<file path="config.mk">
export PLATFORM = sky130hd
export DESIGN_NAME = can_frame_monitor_unit_flat
export DESIGN_NICKNAME = d
export VERILOG_FILES = /design/src/cfm_pkg.sv /design/src/cfm_frame_if.sv /design/src/cfm_result_if.sv /design/src/cfm_cfg_if.sv /design/src/cfm_id_table.sv /design/src/cfm_stats.sv /design/src/can_frame_monitor_unit.sv /design/src/flat_wrapper.sv
export SDC_FILE = /design/constraint.sdc
export NUM_CORES = 1
export LEC_CHECK = 0
export CORE_MARGIN = 2
export CORE_UTILIZATION = 30
export DETAILED_ROUTE_END_ITERATION = 6
export DONT_BUFFER_PORTS = 1
export GPL_TIMING_DRIVEN = 0
export PLACE_DENSITY = 0.51
export SETUP_SLACK_MARGIN = 0.3
export SKIP_LAST_GASP = 1
export SYNTH_ARGS = -nofsm -noshare
export SYNTH_HDL_FRONTEND = slang
export SYNTH_SLANG_ARGS = --single-unit
</file>
<file path="constraint.sdc">
create_clock -name clk -period 5.5 [get_ports clk]
set_clock_uncertainty 0.2 [all_clocks]
set_input_delay 0.825 -clock clk [delete_from_list [all_inputs] [get_ports clk]]
set_output_delay 0.825 -clock clk [all_outputs]
set_load 0.005 [all_outputs]
</file>
<file path="src/cfm_pkg.sv">
// ----------------------------------------------------------------------------
// cfm_pkg: shared types and constants of the CAN frame monitor
// Field widths, register indexes, reset values and the control state type.
// ----------------------------------------------------------------------------
package cfm_pkg;

  localparam int ID_W        = 29;
  localparam int STD_ID_W    = 11;
  localparam int LEN_W       = 4;
  localparam int BYTE_W      = 8;
  localparam int CNT_W       = 32;
  localparam int FILL_OUT_W  = 6;
  localparam int CFG_IDX_W   = 2;
  localparam int CFG_DATA_W  = 29;

  localparam logic [LEN_W-1:0]  MASK_MIN_LEN        = 4'd6;
  localparam logic [ID_W-1:0]   REPLY_ID_LOW_RESET  = 29'h7E8;
  localparam logic [ID_W-1:0]   REPLY_ID_HIGH_RESET = 29'h7EF;
  localparam logic [BYTE_W-1:0] ANSWER_MODE_RESET   = 8'h41;
  localparam logic [BYTE_W-1:0] ANSWER_PID_RESET    = 8'h00;

  typedef enum logic [CFG_IDX_W-1:0] {
    CFG_REPLY_ID_LOW  = 2'd0,
    CFG_REPLY_ID_HIGH = 2'd1,
    CFG_ANSWER_MODE   = 2'd2,
    CFG_ANSWER_PID    = 2'd3
  } cfg_index_t;

  typedef enum logic [1:0] {
    ST_IDLE,
    ST_LOOKUP,
    ST_FINISH
  } ctrl_state_t;

  typedef struct packed {
    logic              is_remote;
    logic              is_extended;
    logic [ID_W-1:0]   frame_id;
    logic [LEN_W-1:0]  length_code;
    logic [BYTE_W-1:0] payload_b1;
    logic [BYTE_W-1:0] payload_b2;
    logic [BYTE_W-1:0] payload_b3;
    logic [BYTE_W-1:0] payload_b4;
    logic [BYTE_W-1:0] payload_b5;
    logic [BYTE_W-1:0] payload_b6;
  } frame_t;

  typedef struct packed {
    logic             was_counted;
    logic             was_reply;
    logic [CNT_W-1:0] total_frames;
    logic [CNT_W-1:0] total_replies;
    logic             mask_valid;
    logic [CNT_W-1:0] pid_mask;
  } stats_t;

  typedef struct packed {
    logic done;
    logic added;
  } lookup_status_t;

endpackage

</file>
<file path="src/cfm_frame_if.sv">
// ----------------------------------------------------------------------------
// cfm_frame_if: received frame channel
// Valid/ready channel carrying one received CAN frame per transaction.
// ----------------------------------------------------------------------------
interface cfm_frame_if
  import cfm_pkg::*;
  ();
  logic              valid;
  logic              ready;
  logic              is_remote;
  logic              is_extended;
  logic [ID_W-1:0]   frame_id;
  logic [LEN_W-1:0]  length_code;
  logic [BYTE_W-1:0] payload_b1;
  logic [BYTE_W-1:0] payload_b2;
  logic [BYTE_W-1:0] payload_b3;
  logic [BYTE_W-1:0] payload_b4;
  logic [BYTE_W-1:0] payload_b5;
  logic [BYTE_W-1:0] payload_b6;

  modport source (
    output valid, is_remote, is_extended, frame_id, length_code,
           payload_b1, payload_b2, payload_b3, payload_b4, payload_b5, payload_b6,
    input  ready
  );
  modport sink (
    input  valid, is_remote, is_extended, frame_id, length_code,
           payload_b1, payload_b2, payload_b3, payload_b4, payload_b5, payload_b6,
    output ready
  );
endinterface

</file>
<file path="src/cfm_result_if.sv">
// ----------------------------------------------------------------------------
// cfm_result_if: monitor result channel
// Valid/ready channel carrying one result per processed frame.
// ----------------------------------------------------------------------------
interface cfm_result_if
  import cfm_pkg::*;
  ();
  logic                  valid;
  logic                  ready;
  logic                  was_counted;
  logic                  was_reply;
  logic                  id_added;
  logic [CNT_W-1:0]      total_frames;
  logic [CNT_W-1:0]      total_replies;
  logic [FILL_OUT_W-1:0] distinct_ids;
  logic                  mask_valid;
  logic [CNT_W-1:0]      pid_mask;

  modport source (
    output valid, was_counted, was_reply, id_added, total_frames, total_replies,
           distinct_ids, mask_valid, pid_mask,
    input  ready
  );
  modport sink (
    input  valid, was_counted, was_reply, id_added, total_frames, total_replies,
           distinct_ids, mask_valid, pid_mask,
    output ready
  );
endinterface

</file>
<file path="src/cfm_cfg_if.sv">
// ----------------------------------------------------------------------------
// cfm_cfg_if: configuration write channel
// Valid/ready channel carrying a register index and write data.
// ----------------------------------------------------------------------------
interface cfm_cfg_if
  import cfm_pkg::*;
  ();
  logic                  valid;
  logic                  ready;
  logic [CFG_IDX_W-1:0]  index;
  logic [CFG_DATA_W-1:0] data;

  modport source (output valid, index, data, input ready);
  modport sink (input valid, index, data, output ready);
endinterface

</file>
<file path="src/cfm_id_table.sv">
// ----------------------------------------------------------------------------
// cfm_id_table: distinct standard identifier table
// Walks the stored identifiers one per cycle through a single comparator and
// appends the key when it is absent and a slot is free.
// ----------------------------------------------------------------------------
module cfm_id_table
  import cfm_pkg::*;
#(
  parameter int ID_SLOTS = 32
) (
  input  logic                                 clk,
  input  logic                                 rst,
  input  logic                                 start,
  input  logic [STD_ID_W-1:0]                  start_key,
  output lookup_status_t                       status,
  output logic [$clog2(ID_SLOTS+1)-1:0]        fill
);

  localparam int AW = (ID_SLOTS > 1) ? $clog2(ID_SLOTS) : 1;
  localparam int FW = $clog2(ID_SLOTS + 1);
  localparam logic [FW-1:0] SLOTS = FW'(ID_SLOTS);

  logic [STD_ID_W-1:0] mem [ID_SLOTS];
  logic [STD_ID_W-1:0] rd_data;
  logic [STD_ID_W-1:0] key;
  logic [FW-1:0]       scan_idx;
  logic                active;
  logic                pending;
  logic                done;
  logic                added;

  logic hit;
  logic issue;
  logic finish;
  logic wr_en;

  always_comb begin
    hit    = active && pending && (rd_data == key);
    issue  = active && !hit && (scan_idx < fill);
    finish = active && !hit && !issue;
    wr_en  = finish && (fill < SLOTS);
  end

  always_ff @(posedge clk) begin
    if (issue) begin
      rd_data <= mem[scan_idx[AW-1:0]];
    end
    if (wr_en) begin
      mem[fill[AW-1:0]] <= key;
    end
  end

  always_ff @(posedge clk) begin
    if (start) begin
      key <= start_key;
    end
  end

  always_ff @(posedge clk) begin
    if (rst) begin
      active   <= 1'b0;
      pending  <= 1'b0;
      scan_idx <= '0;
      fill     <= '0;
      done     <= 1'b0;
      added    <= 1'b0;
    end else begin
      done <= 1'b0;
      if (start) begin
        active   <= 1'b1;
        pending  <= 1'b0;
        scan_idx <= '0;
        added    <= 1'b0;
      end else if (hit) begin
        active <= 1'b0;
        done   <= 1'b1;
        added  <= 1'b0;
      end else if (issue) begin
        scan_idx <= scan_idx + 1'b1;
        pending  <= 1'b1;
      end else if (finish) begin
        active <= 1'b0;
        done   <= 1'b1;
        added  <= wr_en;
        if (wr_en) begin
          fill <= fill + 1'b1;
        end
      end
    end
  end

  assign status.done  = done;
  assign status.added = added;

endmodule

</file>
<file path="src/cfm_stats.sv">
// ----------------------------------------------------------------------------
// cfm_stats: frame and reply statistics
// Holds the configuration registers, the wrapping counters and the captured
// supported-PID mask, and offers their updated values for a committed frame.
// ----------------------------------------------------------------------------
module cfm_stats
  import cfm_pkg::*;
(
  input  logic                  clk,
  input  logic                  rst,
  input  logic                  cfg_we,
  input  logic [CFG_IDX_W-1:0]  cfg_index,
  input  logic [CFG_DATA_W-1:0] cfg_data,
  input  logic                  commit,
  input  frame_t                frame,
  output stats_t                stats_next
);

  logic [ID_W-1:0]   reply_id_low;
  logic [ID_W-1:0]   reply_id_high;
  logic [BYTE_W-1:0] answer_mode;
  logic [BYTE_W-1:0] answer_pid;
  logic [CNT_W-1:0]  frame_total;
  logic [CNT_W-1:0]  reply_total;
  logic              mask_seen;
  logic [CNT_W-1:0]  mask_store;

  logic counted;
  logic reply;
  logic capture;

  always_comb begin
    counted = !frame.is_remote;
    reply   = counted && (frame.frame_id >= reply_id_low)
                      && (frame.frame_id <= reply_id_high);
    capture = reply && (frame.length_code >= MASK_MIN_LEN)
                    && (frame.payload_b1 == answer_mode)
                    && (frame.payload_b2 == answer_pid);
    stats_next.was_counted   = counted;
    stats_next.was_reply     = reply;
    stats_next.total_frames  = counted ? frame_total + 1'b1 : frame_total;
    stats_next.total_replies = reply ? reply_total + 1'b1 : reply_total;
    stats_next.mask_valid    = mask_seen || capture;
    stats_next.pid_mask      = capture ? {frame.payload_b3, frame.payload_b4,
                                          frame.payload_b5, frame.payload_b6}
                                       : mask_store;
  end

  always_ff @(posedge clk) begin
    if (rst) begin
      reply_id_low  <= REPLY_ID_LOW_RESET;
      reply_id_high <= REPLY_ID_HIGH_RESET;
      answer_mode   <= ANSWER_MODE_RESET;
      answer_pid    <= ANSWER_PID_RESET;
    end else if (cfg_we) begin
      unique case (cfg_index_t'(cfg_index))
        CFG_REPLY_ID_LOW:  reply_id_low  <= cfg_data;
        CFG_REPLY_ID_HIGH: reply_id_high <= cfg_data;
        CFG_ANSWER_MODE:   answer_mode   <= cfg_data[BYTE_W-1:0];
        CFG_ANSWER_PID:    answer_pid    <= cfg_data[BYTE_W-1:0];
      endcase
    end
  end

  always_ff @(posedge clk) begin
    if (rst) begin
      frame_total <= '0;
      reply_total <= '0;
      mask_seen   <= 1'b0;
      mask_store  <= '0;
    end else if (commit) begin
      frame_total <= stats_next.total_frames;
      reply_total <= stats_next.total_replies;
      mask_seen   <= stats_next.mask_valid;
      mask_store  <= stats_next.pid_mask;
    end
  end

endmodule

</file>
<file path="src/can_frame_monitor_unit.sv">
// ----------------------------------------------------------------------------
// can_frame_monitor_unit: received CAN frame monitor
// Counts frames and diagnostic replies, keeps a table of distinct standard
// identifiers and captures the supported-PID mask from matching replies.
//
//   Channel  Role    Payload
//   frame    sink    remote/extended flags, identifier, length, bytes 1..6
//   result   source  flags, totals, distinct ID count, mask valid, mask
//   cfg      sink    register index, write data
//
// A standard-format frame walks the identifiers already in the table; the single
// table comparator checks one stored entry per cycle, and a match ends the walk
// early. Remote and extended frames skip the walk and go straight to the final
// step. Reset clears the counters, the mask and the table fill count.
// A stalled result holds the next frame in its final step.
// ----------------------------------------------------------------------------
module can_frame_monitor_unit
  import cfm_pkg::*;
#(
  parameter int ID_SLOTS = 32
) (
  input  logic          clk,
  input  logic          rst,
  cfm_frame_if.sink     frame,
  cfm_result_if.source  result,
  cfm_cfg_if.sink       cfg
);

  localparam int FW = $clog2(ID_SLOTS + 1);

  ctrl_state_t    state;
  ctrl_state_t    state_next;
  frame_t         cur;
  lookup_status_t lookup;
  stats_t         stats_next;
  logic [FW-1:0]  fill;
  logic           id_added;
  logic           out_valid;
  logic           accept;
  logic           start;
  logic           commit;

  always_comb begin
    state_next = state;
    unique case (state)
      ST_IDLE: begin
        if (accept) begin
          state_next = (frame.is_remote || frame.is_extended) ? ST_FINISH : ST_LOOKUP;
        end
      end
      ST_LOOKUP: begin
        if (lookup.done) begin
          state_next = ST_FINISH;
        end
      end
      ST_FINISH: begin
        if (!out_valid || result.ready) begin
          state_next = ST_IDLE;
        end
      end
      default: state_next = ST_IDLE;
    endcase
  end

  always_comb begin
    frame.ready = (state == ST_IDLE);
    accept      = frame.valid && (state == ST_IDLE);
    start       = accept && !frame.is_remote && !frame.is_extended;
    commit      = (state == ST_FINISH) && (!out_valid || result.ready);
  end

  always_ff @(posedge clk) begin
    if (rst) begin
      state <= ST_IDLE;
    end else begin
      state <= state_next;
    end
  end

  always_ff @(posedge clk) begin
    if (accept) begin
      cur.is_remote   <= frame.is_remote;
      cur.is_extended <= frame.is_extended;
      cur.frame_id    <= frame.frame_id;
      cur.length_code <= frame.length_code;
      cur.payload_b1  <= frame.payload_b1;
      cur.payload_b2  <= frame.payload_b2;
      cur.payload_b3  <= frame.payload_b3;
      cur.payload_b4  <= frame.payload_b4;
      cur.payload_b5  <= frame.payload_b5;
      cur.payload_b6  <= frame.payload_b6;
    end
  end

  always_ff @(posedge clk) begin
    if (rst) begin
      id_added <= 1'b0;
    end else if (accept) begin
      id_added <= 1'b0;
    end else if (lookup.done) begin
      id_added <= lookup.added;
    end
  end

  cfm_id_table #(
    .ID_SLOTS (ID_SLOTS)
  ) u_id_table (
    .clk       (clk),
    .rst       (rst),
    .start     (start),
    .start_key (frame.frame_id[STD_ID_W-1:0]),
    .status    (lookup),
    .fill      (fill)
  );

  assign cfg.ready = 1'b1;

  cfm_stats u_stats (
    .clk        (clk),
    .rst        (rst),
    .cfg_we     (cfg.valid),
    .cfg_index  (cfg.index),
    .cfg_data   (cfg.data),
    .commit     (commit),
    .frame      (cur),
    .stats_next (stats_next)
  );

  always_ff @(posedge clk) begin
    if (rst) begin
      out_valid <= 1'b0;
    end else if (commit) begin
      out_valid <= 1'b1;
    end else if (result.ready) begin
      out_valid <= 1'b0;
    end
  end

  always_ff @(posedge clk) begin
    if (commit) begin
      result.was_counted   <= stats_next.was_counted;
      result.was_reply     <= stats_next.was_reply;
      result.id_added      <= id_added;
      result.total_frames  <= stats_next.total_frames;
      result.total_replies <= stats_next.total_replies;
      result.distinct_ids  <= FILL_OUT_W'(fill);
      result.mask_valid    <= stats_next.mask_valid;
      result.pid_mask      <= stats_next.pid_mask;
    end
  end

  assign result.valid = out_valid;

endmodule

</file>
<file path="src/flat_wrapper.sv">
// flat-port wrapper written by rule: the top's interface ports become plain ports
module can_frame_monitor_unit_flat import cfm_pkg::*;
#(
  parameter int ID_SLOTS = 32
)
  (clk, rst, frame_valid, frame_is_remote, frame_is_extended, frame_frame_id, frame_length_code, frame_payload_b1, frame_payload_b2, frame_payload_b3, frame_payload_b4, frame_payload_b5, frame_payload_b6, frame_ready, result_valid, result_was_counted, result_was_reply, result_id_added, result_total_frames, result_total_replies, result_distinct_ids, result_mask_valid, result_pid_mask, result_ready, cfg_valid, cfg_index, cfg_data, cfg_ready);
  cfm_frame_if frame_i ();
  cfm_result_if result_i ();
  cfm_cfg_if cfg_i ();
  input  logic clk;
  input  logic rst;
  input wire logic [$bits(frame_i.valid)-1:0] frame_valid;
  input wire logic [$bits(frame_i.is_remote)-1:0] frame_is_remote;
  input wire logic [$bits(frame_i.is_extended)-1:0] frame_is_extended;
  input wire logic [$bits(frame_i.frame_id)-1:0] frame_frame_id;
  input wire logic [$bits(frame_i.length_code)-1:0] frame_length_code;
  input wire logic [$bits(frame_i.payload_b1)-1:0] frame_payload_b1;
  input wire logic [$bits(frame_i.payload_b2)-1:0] frame_payload_b2;
  input wire logic [$bits(frame_i.payload_b3)-1:0] frame_payload_b3;
  input wire logic [$bits(frame_i.payload_b4)-1:0] frame_payload_b4;
  input wire logic [$bits(frame_i.payload_b5)-1:0] frame_payload_b5;
  input wire logic [$bits(frame_i.payload_b6)-1:0] frame_payload_b6;
  output wire logic [$bits(frame_i.ready)-1:0] frame_ready;
  output wire logic [$bits(result_i.valid)-1:0] result_valid;
  output wire logic [$bits(result_i.was_counted)-1:0] result_was_counted;
  output wire logic [$bits(result_i.was_reply)-1:0] result_was_reply;
  output wire logic [$bits(result_i.id_added)-1:0] result_id_added;
  output wire logic [$bits(result_i.total_frames)-1:0] result_total_frames;
  output wire logic [$bits(result_i.total_replies)-1:0] result_total_replies;
  output wire logic [$bits(result_i.distinct_ids)-1:0] result_distinct_ids;
  output wire logic [$bits(result_i.mask_valid)-1:0] result_mask_valid;
  output wire logic [$bits(result_i.pid_mask)-1:0] result_pid_mask;
  input wire logic [$bits(result_i.ready)-1:0] result_ready;
  input wire logic [$bits(cfg_i.valid)-1:0] cfg_valid;
  input wire logic [$bits(cfg_i.index)-1:0] cfg_index;
  input wire logic [$bits(cfg_i.data)-1:0] cfg_data;
  output wire logic [$bits(cfg_i.ready)-1:0] cfg_ready;
  assign frame_i.valid = frame_valid;
  assign frame_i.is_remote = frame_is_remote;
  assign frame_i.is_extended = frame_is_extended;
  assign frame_i.frame_id = frame_frame_id;
  assign frame_i.length_code = frame_length_code;
  assign frame_i.payload_b1 = frame_payload_b1;
  assign frame_i.payload_b2 = frame_payload_b2;
  assign frame_i.payload_b3 = frame_payload_b3;
  assign frame_i.payload_b4 = frame_payload_b4;
  assign frame_i.payload_b5 = frame_payload_b5;
  assign frame_i.payload_b6 = frame_payload_b6;
  assign frame_ready = frame_i.ready;
  assign result_valid = result_i.valid;
  assign result_was_counted = result_i.was_counted;
  assign result_was_reply = result_i.was_reply;
  assign result_id_added = result_i.id_added;
  assign result_total_frames = result_i.total_frames;
  assign result_total_replies = result_i.total_replies;
  assign result_distinct_ids = result_i.distinct_ids;
  assign result_mask_valid = result_i.mask_valid;
  assign result_pid_mask = result_i.pid_mask;
  assign result_i.ready = result_ready;
  assign cfg_i.valid = cfg_valid;
  assign cfg_i.index = cfg_index;
  assign cfg_i.data = cfg_data;
  assign cfg_ready = cfg_i.ready;
  can_frame_monitor_unit #(.ID_SLOTS(ID_SLOTS)) u_core (.clk(clk), .rst(rst), .frame(frame_i), .result(result_i), .cfg(cfg_i));
endmodule
</file>
==> flow_metrics.tcl, run 1 <==
set metrics [dict create \
    status "finished clean" \
    grtUsageMet1_pct 19.6 \
    hold_path_class "input port to flip-flop" \
    r2r_cells 9 \
    ys_types 59 \
    rr_endpoint "u_core.result.pid_mask[2]" \
    maxCapViolations 0 \
    area_growth_pct 14.8 \
    grt_usage_pct 15.0 \
    tightest_slew_ns 1.36 \
    grtUsageMet3_pct 4.52 \
    ios 228 \
    ant_nets 0 \
    p_leak_nw 11.5 \
    p_comb_share_pct 3.2 \
    viasPerCell 4.92 \
    finalCritPeriodShare_pct 80.9 \
    peakVddDrop_uv 233 \
    regToRegStartpoint "u_core.cur[63]" \
    ys_seq_area_share_pct 67.1 \
    path_max_fanout 10 \
    core_um2 102000 \
    layout_min_cycle_time_ns 4.45 \
    clock-root-buffer "clkbuf_16" \
    insertion_delay_ns 0.65 \
    cts_setup_buffers 0 \
    syn_nets 2320 \
    rows 117 \
    seqPwrFrac_pct 51.4 \
    clockPowerShare_pct 45.4 \
    gp_congestion 0.844 \
    min_to "u_core.cur[58]" \
    holdBufCountCts 0 \
    gr-max-usage-layer "met2" \
    cts_resized 0 \
    max_freq_mhz 225 \
    hpwlAfterDp_mm 55.8 \
    numCtsBuffers 83 \
    final_net_count 2412 \
    async_reset_ff_share_pct 0 \
    netSwitchingPower_mw 2.66 \
    cp-start-kind "flip-flop" \
    p_per_area_nw_per_um2 345 \
    drt_iter0_drc 1410 \
    hold_path_startpoint "frame_frame_id[6]" \
    crit_type "flip-flop to flip-flop" \
    dpl_worst_slack_ns 1.03 \
    netlist_instances 2131 \
    hold_depth 0 \
    start_util_pct 30.3 \
    fp.dieH_um 324 \
    via_count 18000 \
    cts_tree "yes" \
    drcViolationCount 0 \
    drtPass1Iterations 5 \
    io_buffer_count 0 \
    netlist_area_um2 30800 \
    cp.arrival_ns 4.63 \
    grt_max_degree 64 \
    wirelength_mm 80.0 \
    fin_util_pct 34.7 \
    cts_buffer_depth 3 \
    synth_edf_count 561 \
    die_x_um 324 \
    clk_transition_reported_paths_ns 0.06 \
    syn_avg_cell_area_um2 14.4 \
    ys.flop_type "edfxtp_1" \
    critPathRequiredTime_ns 5.68 \
    routedWlPerCell_um 21.9 \
    grt_pass1_wl_mm 119 \
    clock_sinks 752 \
    setup_viol 0 \
    rsz0062_at_grt "no" \
    use_met2_pct 24.0 \
    antenna_found_initial 10 \
    intPower_mw 9.52 \
    finalWorstSetupSlack_ns 1.05 \
    report.final.slew_viol_count 0 \
    synth_warnings 0 \
    h-tree-depth 3 \
    gr-total-overflow 0 \
    final_layout_size_suffix_gt1_share_pct 13.1 \
    die_area_um2 105000 \
    synth-seq-cells 752 \
    ff2ff_setup_slack_ns 1.05 \
    relSlewSlack_pct 9.23 \
    finalHoldViolations 0 \
    switching_share_pct 21.8 \
    grt_pass1_vias 18100 \
    cp-end-kind "flip-flop" \
]
registers in the layout (all words and copies together) (netlist names), 8 cells and up:
name	flops
u_core.cur	81
u_core.result.pid_mask	32
u_core.result.total_frames	32
u_core.result.total_replies	32
u_core.u_id_table.key	11
u_core.u_id_table.mem	352
u_core.u_id_table.rd_data	11
u_core.u_stats.answer_mode	8
u_core.u_stats.answer_pid	8
u_core.u_stats.frame_total	32
u_core.u_stats.mask_store	32
u_core.u_stats.reply_id_high	29
u_core.u_stats.reply_id_low	29
u_core.u_stats.reply_total	32
through the flow:
step / std cells / TNS, ns / power [mW] / area, um^2 / hold slack [ns]
after floorplan: 2131 / 0 / 6.59 / 30800 / 0.208
after global placement: 3499 / -238.38 / 6.76 / 32500 / 0.245
after detailed placement: 3504 / 0 / 6.77 / 32600 / 0.247
after CTS: 3654 / 0 / 12.3 / 35300 / 0.0155
after global routing: 3658 / 0 / 12.6 / 35300 / 0.0333
final: 3658 / 0 / 12.2 / 35300 / 0.0632
worst max path at each step:
stage	startpoint	end	slack, ns
6_report	u_core.cur[63]	u_core.result.pid_mask[2]	1.05
5_1_grt	u_core.u_id_table.key[6]	u_core.u_id_table.mem[10][10]	0.74
4_1_cts	u_core.cur[63]	u_core.result.pid_mask[2]	0.98
3_5_place_dp	u_core.cur[63]	u_core.result.pid_mask[23]	1.03
3_3_place_gp	frame_valid	u_core.u_id_table.done	-2.24
2_1_floorplan	result_ready	u_core.u_stats.frame_total[29]	0.36
cell usage after synthesis, drive strengths merged, types with 48 or more instances:
cell type,instances,area (um^2)
clkbuf,95,357
nand3,56,285
xor2,82,718
ha,70,876
inv,72,270
a21oi,149,746
nand4,55,350
nor2,132,503
edfxtp,561,16800
dfxtp,191,3820
mux2,48,541
mux4,110,2480
nand2,169,634
area by class of cell:
cell class / instances / area [um^2]
Timing Repair Buffer: 7 / 134
Buffer: 117 / 452
Tap cell: 1368 / 1710
Inverter: 72 / 270
Clock buffer: 108 / 2250
Antenna cell: 2 / 5.00
Fill cell: 9759 / 66400
Clock inverter: 42 / 432
Multi-Input combinational cell: 1190 / 9420
Sequential cell: 752 / 20700
metal layers:
metal / routed length, um / part of all wire, %
met4: 1720 / 2.1
met1: 34400 / 43
met3: 6240 / 7.8
met2: 37600 / 47
met5: 74 / 0.092
kinds of logic (layout without fill, tap and decap cells):
kind of cell               after synthesis  count (layout)  share of synthesized area [%]
DFF                                    752             752                           67.1
other                                    1               3                         0.0122
muxes                                  169             169                           10.2
and+or+nand+nor                        565             565                           9.06
xor gates and xnor gates               121             121                           3.44
buffers and inverters                  189             346                           2.34
adders and majority gates               70              70                           2.84
AOI/OAI and AO/OA                      264             264                           5.01
critical path, stage by stage, from the launching register on:
cell      delay [ns]
edfxtp_1        0.46
ha_1            0.37
nand4_1         0.21
nor4_1          0.39
a221oi_1        0.13
o211a_1         0.17
a211oi_2        0.88
nand3_1         0.47
clkbuf_1        0.45
mux2_2          0.43
cells in the final DEF, fill, tap and decap left out, types with 17 or more instances in the layout:
cell	synthesis	final
a21oi_1	149	149
o21ai_0	45	45
xor2_1	82	82
nand2_1	169	169
nand3_1	55	55
a211o_1	17	17
xnor2_1	39	39
o31ai_1	27	27
clkbuf_16	0	85
nand4_1	54	54
dfxtp_1	191	191
clkbuf_1	95	114
edfxtp_1	561	561
inv_1	72	72
nor3_1	36	36
or4_1	28	28
mux2_2	40	40
mux4_2	110	110
ha_1	70	70
and3_1	18	18
nor2_1	131	131
power by group through the flow:
stage               registers (mW)  clock network, mW  logic (mW)
finish                        6.26               5.53       0.386
global route                  6.27               5.87       0.431
floorplan                     6.35                  0       0.245
CTS                           6.26               5.66       0.388
detailed placement            6.38                  0       0.386
global placement              6.40                  0       0.366
No activity file was read; power rests on OpenSTA's default activity.
==> run 2, diff against run 1 <==
Settings changed: ABC_AREA set to 1, PLACE_DENSITY 0.51 to 0.52.
Clock period 5.5 ns to 3.7 ns, I/O delays scaled along.
==> run 2 against run 1 <==
  * Synthesized cell count grew 47%
  * Count of clock-buffer cells in the layout increased by 3
  * Final cell count up 33%
  * The run now ends with design-rule violations left
  * Sequential power increased by 54%
  * Global-route usage grew 3.0 points
  * Worst hold slack got worse by 0.021 ns
  * Critical path type unchanged
  * Setup slack got worse by 0.73 ns
  * Combinational power increased to 3.3 times the previous value
==> flow_metrics.tcl, run 2 <==
set metrics [dict create \
    clk_transition_reported_paths_ns 0.06 \
    fp.dieH_um 331 \
    crit_top_cell "inv_1" \
    cp.arrival_ns 3.46 \
    antenna_found_initial 16 \
    layout_min_cycle_time_ns 3.38 \
    start_util_pct 30.4 \
    yosys-top-cells-area "edfxtp_1 (52%), dfxtp_1 (12%), nand2_1 (6.3%), nor2_1 (4.6%), inv_1 (4.4%)" \
    die_x_um 331 \
    netlist_area_um2 32100 \
    via_count 23500 \
    maxCapViolations 0 \
    gr-total-overflow 0 \
    synth_warnings 0 \
    synth.most_common_cell "edfxtp_1" \
    report.final.slew_viol_count 0 \
    critPathTopFamily "simple AND/OR/NAND/NOR gates" \
    rsz0062_at_grt "yes" \
    numPlacedInstances 4537 \
    relSlewSlack_pct 34.1 \
    cp-start-kind "flip-flop" \
    violations "design-rule violations" \
    slowest_stage "nor2_2" \
    cp_num_buf_inv 3 \
    ios 228 \
    p_leak_nw 14.4 \
    ys.flop_type "edfxtp_1" \
    cts_tree "yes" \
    syn_nets 3327 \
    finalHoldViolations 0 \
    area_growth_pct 21.0 \
    path_max_fanout 11 \
    status "finished with violations" \
    cp-end-kind "flip-flop" \
    die_area_um2 110000 \
    clock_sinks 752 \
    final_net_count 3579 \
    h-tree-depth 3 \
    async_reset_ff_share_pct 0 \
    max_stage_delay_ns 0.71 \
    tightest_slew_ns 0.981 \
    final_cell_mix "edfxtp_1 (561), nand2_1 (537), inv_1 (374), nor2_1 (357), o21ai_0 (276)" \
    drcViolationCount 1 \
    startpoint "u_core.u_id_table.fill[4]" \
    wirelength_mm 100 \
    setup_viol 0 \
    ys_seq_area_share_pct 64.4 \
    routedWlPerCell_um 20.6 \
    multi_input_area_um2 9600 \
    max_freq_mhz 296 \
    drtPass1Iterations 7 \
    regToRegStartpoint "u_core.u_id_table.fill[4]" \
    whs_ns 0.0422 \
    numCtsBuffers 83 \
    crit_type "flip-flop to flip-flop" \
    synth-seq-cells 752 \
    rows 119 \
    p_per_area_nw_per_um2 494 \
    drt_iter0_drc 2319 \
    peakVddDrop_uv 382 \
    hpwlAfterDp_mm 68.8 \
    syn_avg_cell_area_um2 10.2 \
    final_layout_size_suffix_gt1_share_pct 7.22 \
    gp_congestion 0.959 \
    ys_types 40 \
    grt_pass1_wl_mm 147 \
    largest_register_ffs 352 \
    viasPerCell 4.84 \
    netlist.area_leader.share_pct 52.5 \
    cts_buffer_depth 3 \
    core_um2 106000 \
    synth_edf_count 561 \
    ant_nets 0 \
    hold_path_class "input port to flip-flop" \
    netlist_instances 3138 \
    fill_cells 10500 \
    finalSetupTns_ns 0 \
    critPathRequiredTime_ns 3.78 \
    hold_path_startpoint "cfg_index[1]" \
    layout_commonest_cell "edfxtp_1" \
    register_area_um2 20700 \
    worstPathCellList "clkbuf_1 > inv_1 > ha_1 > nand2_1 > o21bai_1 > nand3_1 > nand4_1 > nor2_1 > inv_1 > nor2_2" \
    clock-root-buffer "clkbuf_16" \
    grt_usage_pct 18.0 \
    io_buffer_count 0 \
    grt_pass1_vias 22500 \
    grt_max_degree 75 \
    synth.cells.most_frequent "edfxtp_1 (561), nand2_1 (540), nor2_1 (392), inv_1 (375), o21ai_0 (276)" \
    insertion_delay_ns 0.66 \
    stdcell_count 4859 \
    finalCritPeriodShare_pct 91.4 \
    yosys.area.top_type "edfxtp_1" \
]
## run 2: changes by cell type after synthesis, sizes merged, moves of 22 or more
cell and change:
nand2 +372, o31ai -27, mux4 -110, nor2 +263, nand3 +42, inv +308, o22ai +58, o211ai +28
mux2 -48, o21ai +272, o221ai +32, xnor2 -29, or4 -29, a21oi -22
## run 2: worst reg2reg max path, stage by stage, from the launching register on
cell      delay [ns]
dfxtp_1         0.34
clkbuf_1        0.31
inv_1           0.14
ha_1            0.29
nand2_1         0.06
o21bai_1        0.16
nand3_1         0.14
nand4_1         0.16
nor2_1          0.19
inv_1           0.32
nor2_2          0.71
## run 2: cell families (layout without fill, tap and decap cells)
logic type	Yosys count	count (layout)	synth area share (%)
flops	752	752	64.4
mux	1	1	0.0312
compound gates	566	566	9.68
simple gates	1148	1148	14.7
buf+inv	526	849	6.44
other cells	1	8	0.0117
fa+ha+maj	70	70	2.73
xor+xnor	74	74	2.02
## run 2: per-layer routing
metal	global-route usage (%)	up-vias	part of all wire, %
met2	28.9	762	46
met4	5.50	8	2.7
met1	24.2	11400	43
li1	-	11200	-
met3	3.93	174	7.6
met5	0	-	0.055
## run 2: power by group
part	internal [mW]	switching, mW	leakage, nW
registers	9.37	0.236	6.71
logic	0.431	0.841	6.41
clock network	4.80	3.52	1.31
## run 2: timing repair
| action | 4_1_cts | 5_1_grt |
|---|---|---|
| resized for setup | 59 | 7 |
| hold buffers | 112 | 0 |
| endpoints found under the hold margin | 168 | 0 |
| pin swaps | 15 | 8 |
| setup endpoints to repair | 353 | 357 |
| setup buffers | 38 | 9 |
## run 2: worst paths after layout
kind	end	slack [ns]	cells after the start
max	u_core.u_id_table.mem[23][5]	0.32	10
min	u_core.u_stats.answer_mode[0]	0.04	4
max reg2reg	u_core.u_id_table.mem[23][5]	0.32	10
min reg2reg	u_core.result.id_added	0.23	0
## run 2: through the flow
| step | utilization (%) | worst slack [ns] | total power, mW | instance area, um^2 |
|---|---|---|---|---|
| 2_1_floorplan | - | 0.341 | 10.5 | 32100 |
| 3_3_place_gp | 32.0 | -1.29 | 10.9 | 33800 |
| 3_5_place_dp | 32.2 | -0.859 | 10.9 | 34000 |
| 4_1_cts | 36.5 | 0.258 | 19.3 | 38600 |
| 5_1_grt | 36.7 | 0.105 | 19.9 | 38800 |
| 6_report | 36.7 | 0.319 | 19.2 | 38800 |
## run 2: layout make-up
cell class                 count  area share, %
buffer                       145           1.66
sequential                   752           53.2
tap                         1391           4.48
antenna                        7         0.0451
clock inverter                45           1.27
multi-input combinational   1860           24.7
clock buffer                 111           5.70
timing repair buffer         167           5.19
inverter                     381           3.70
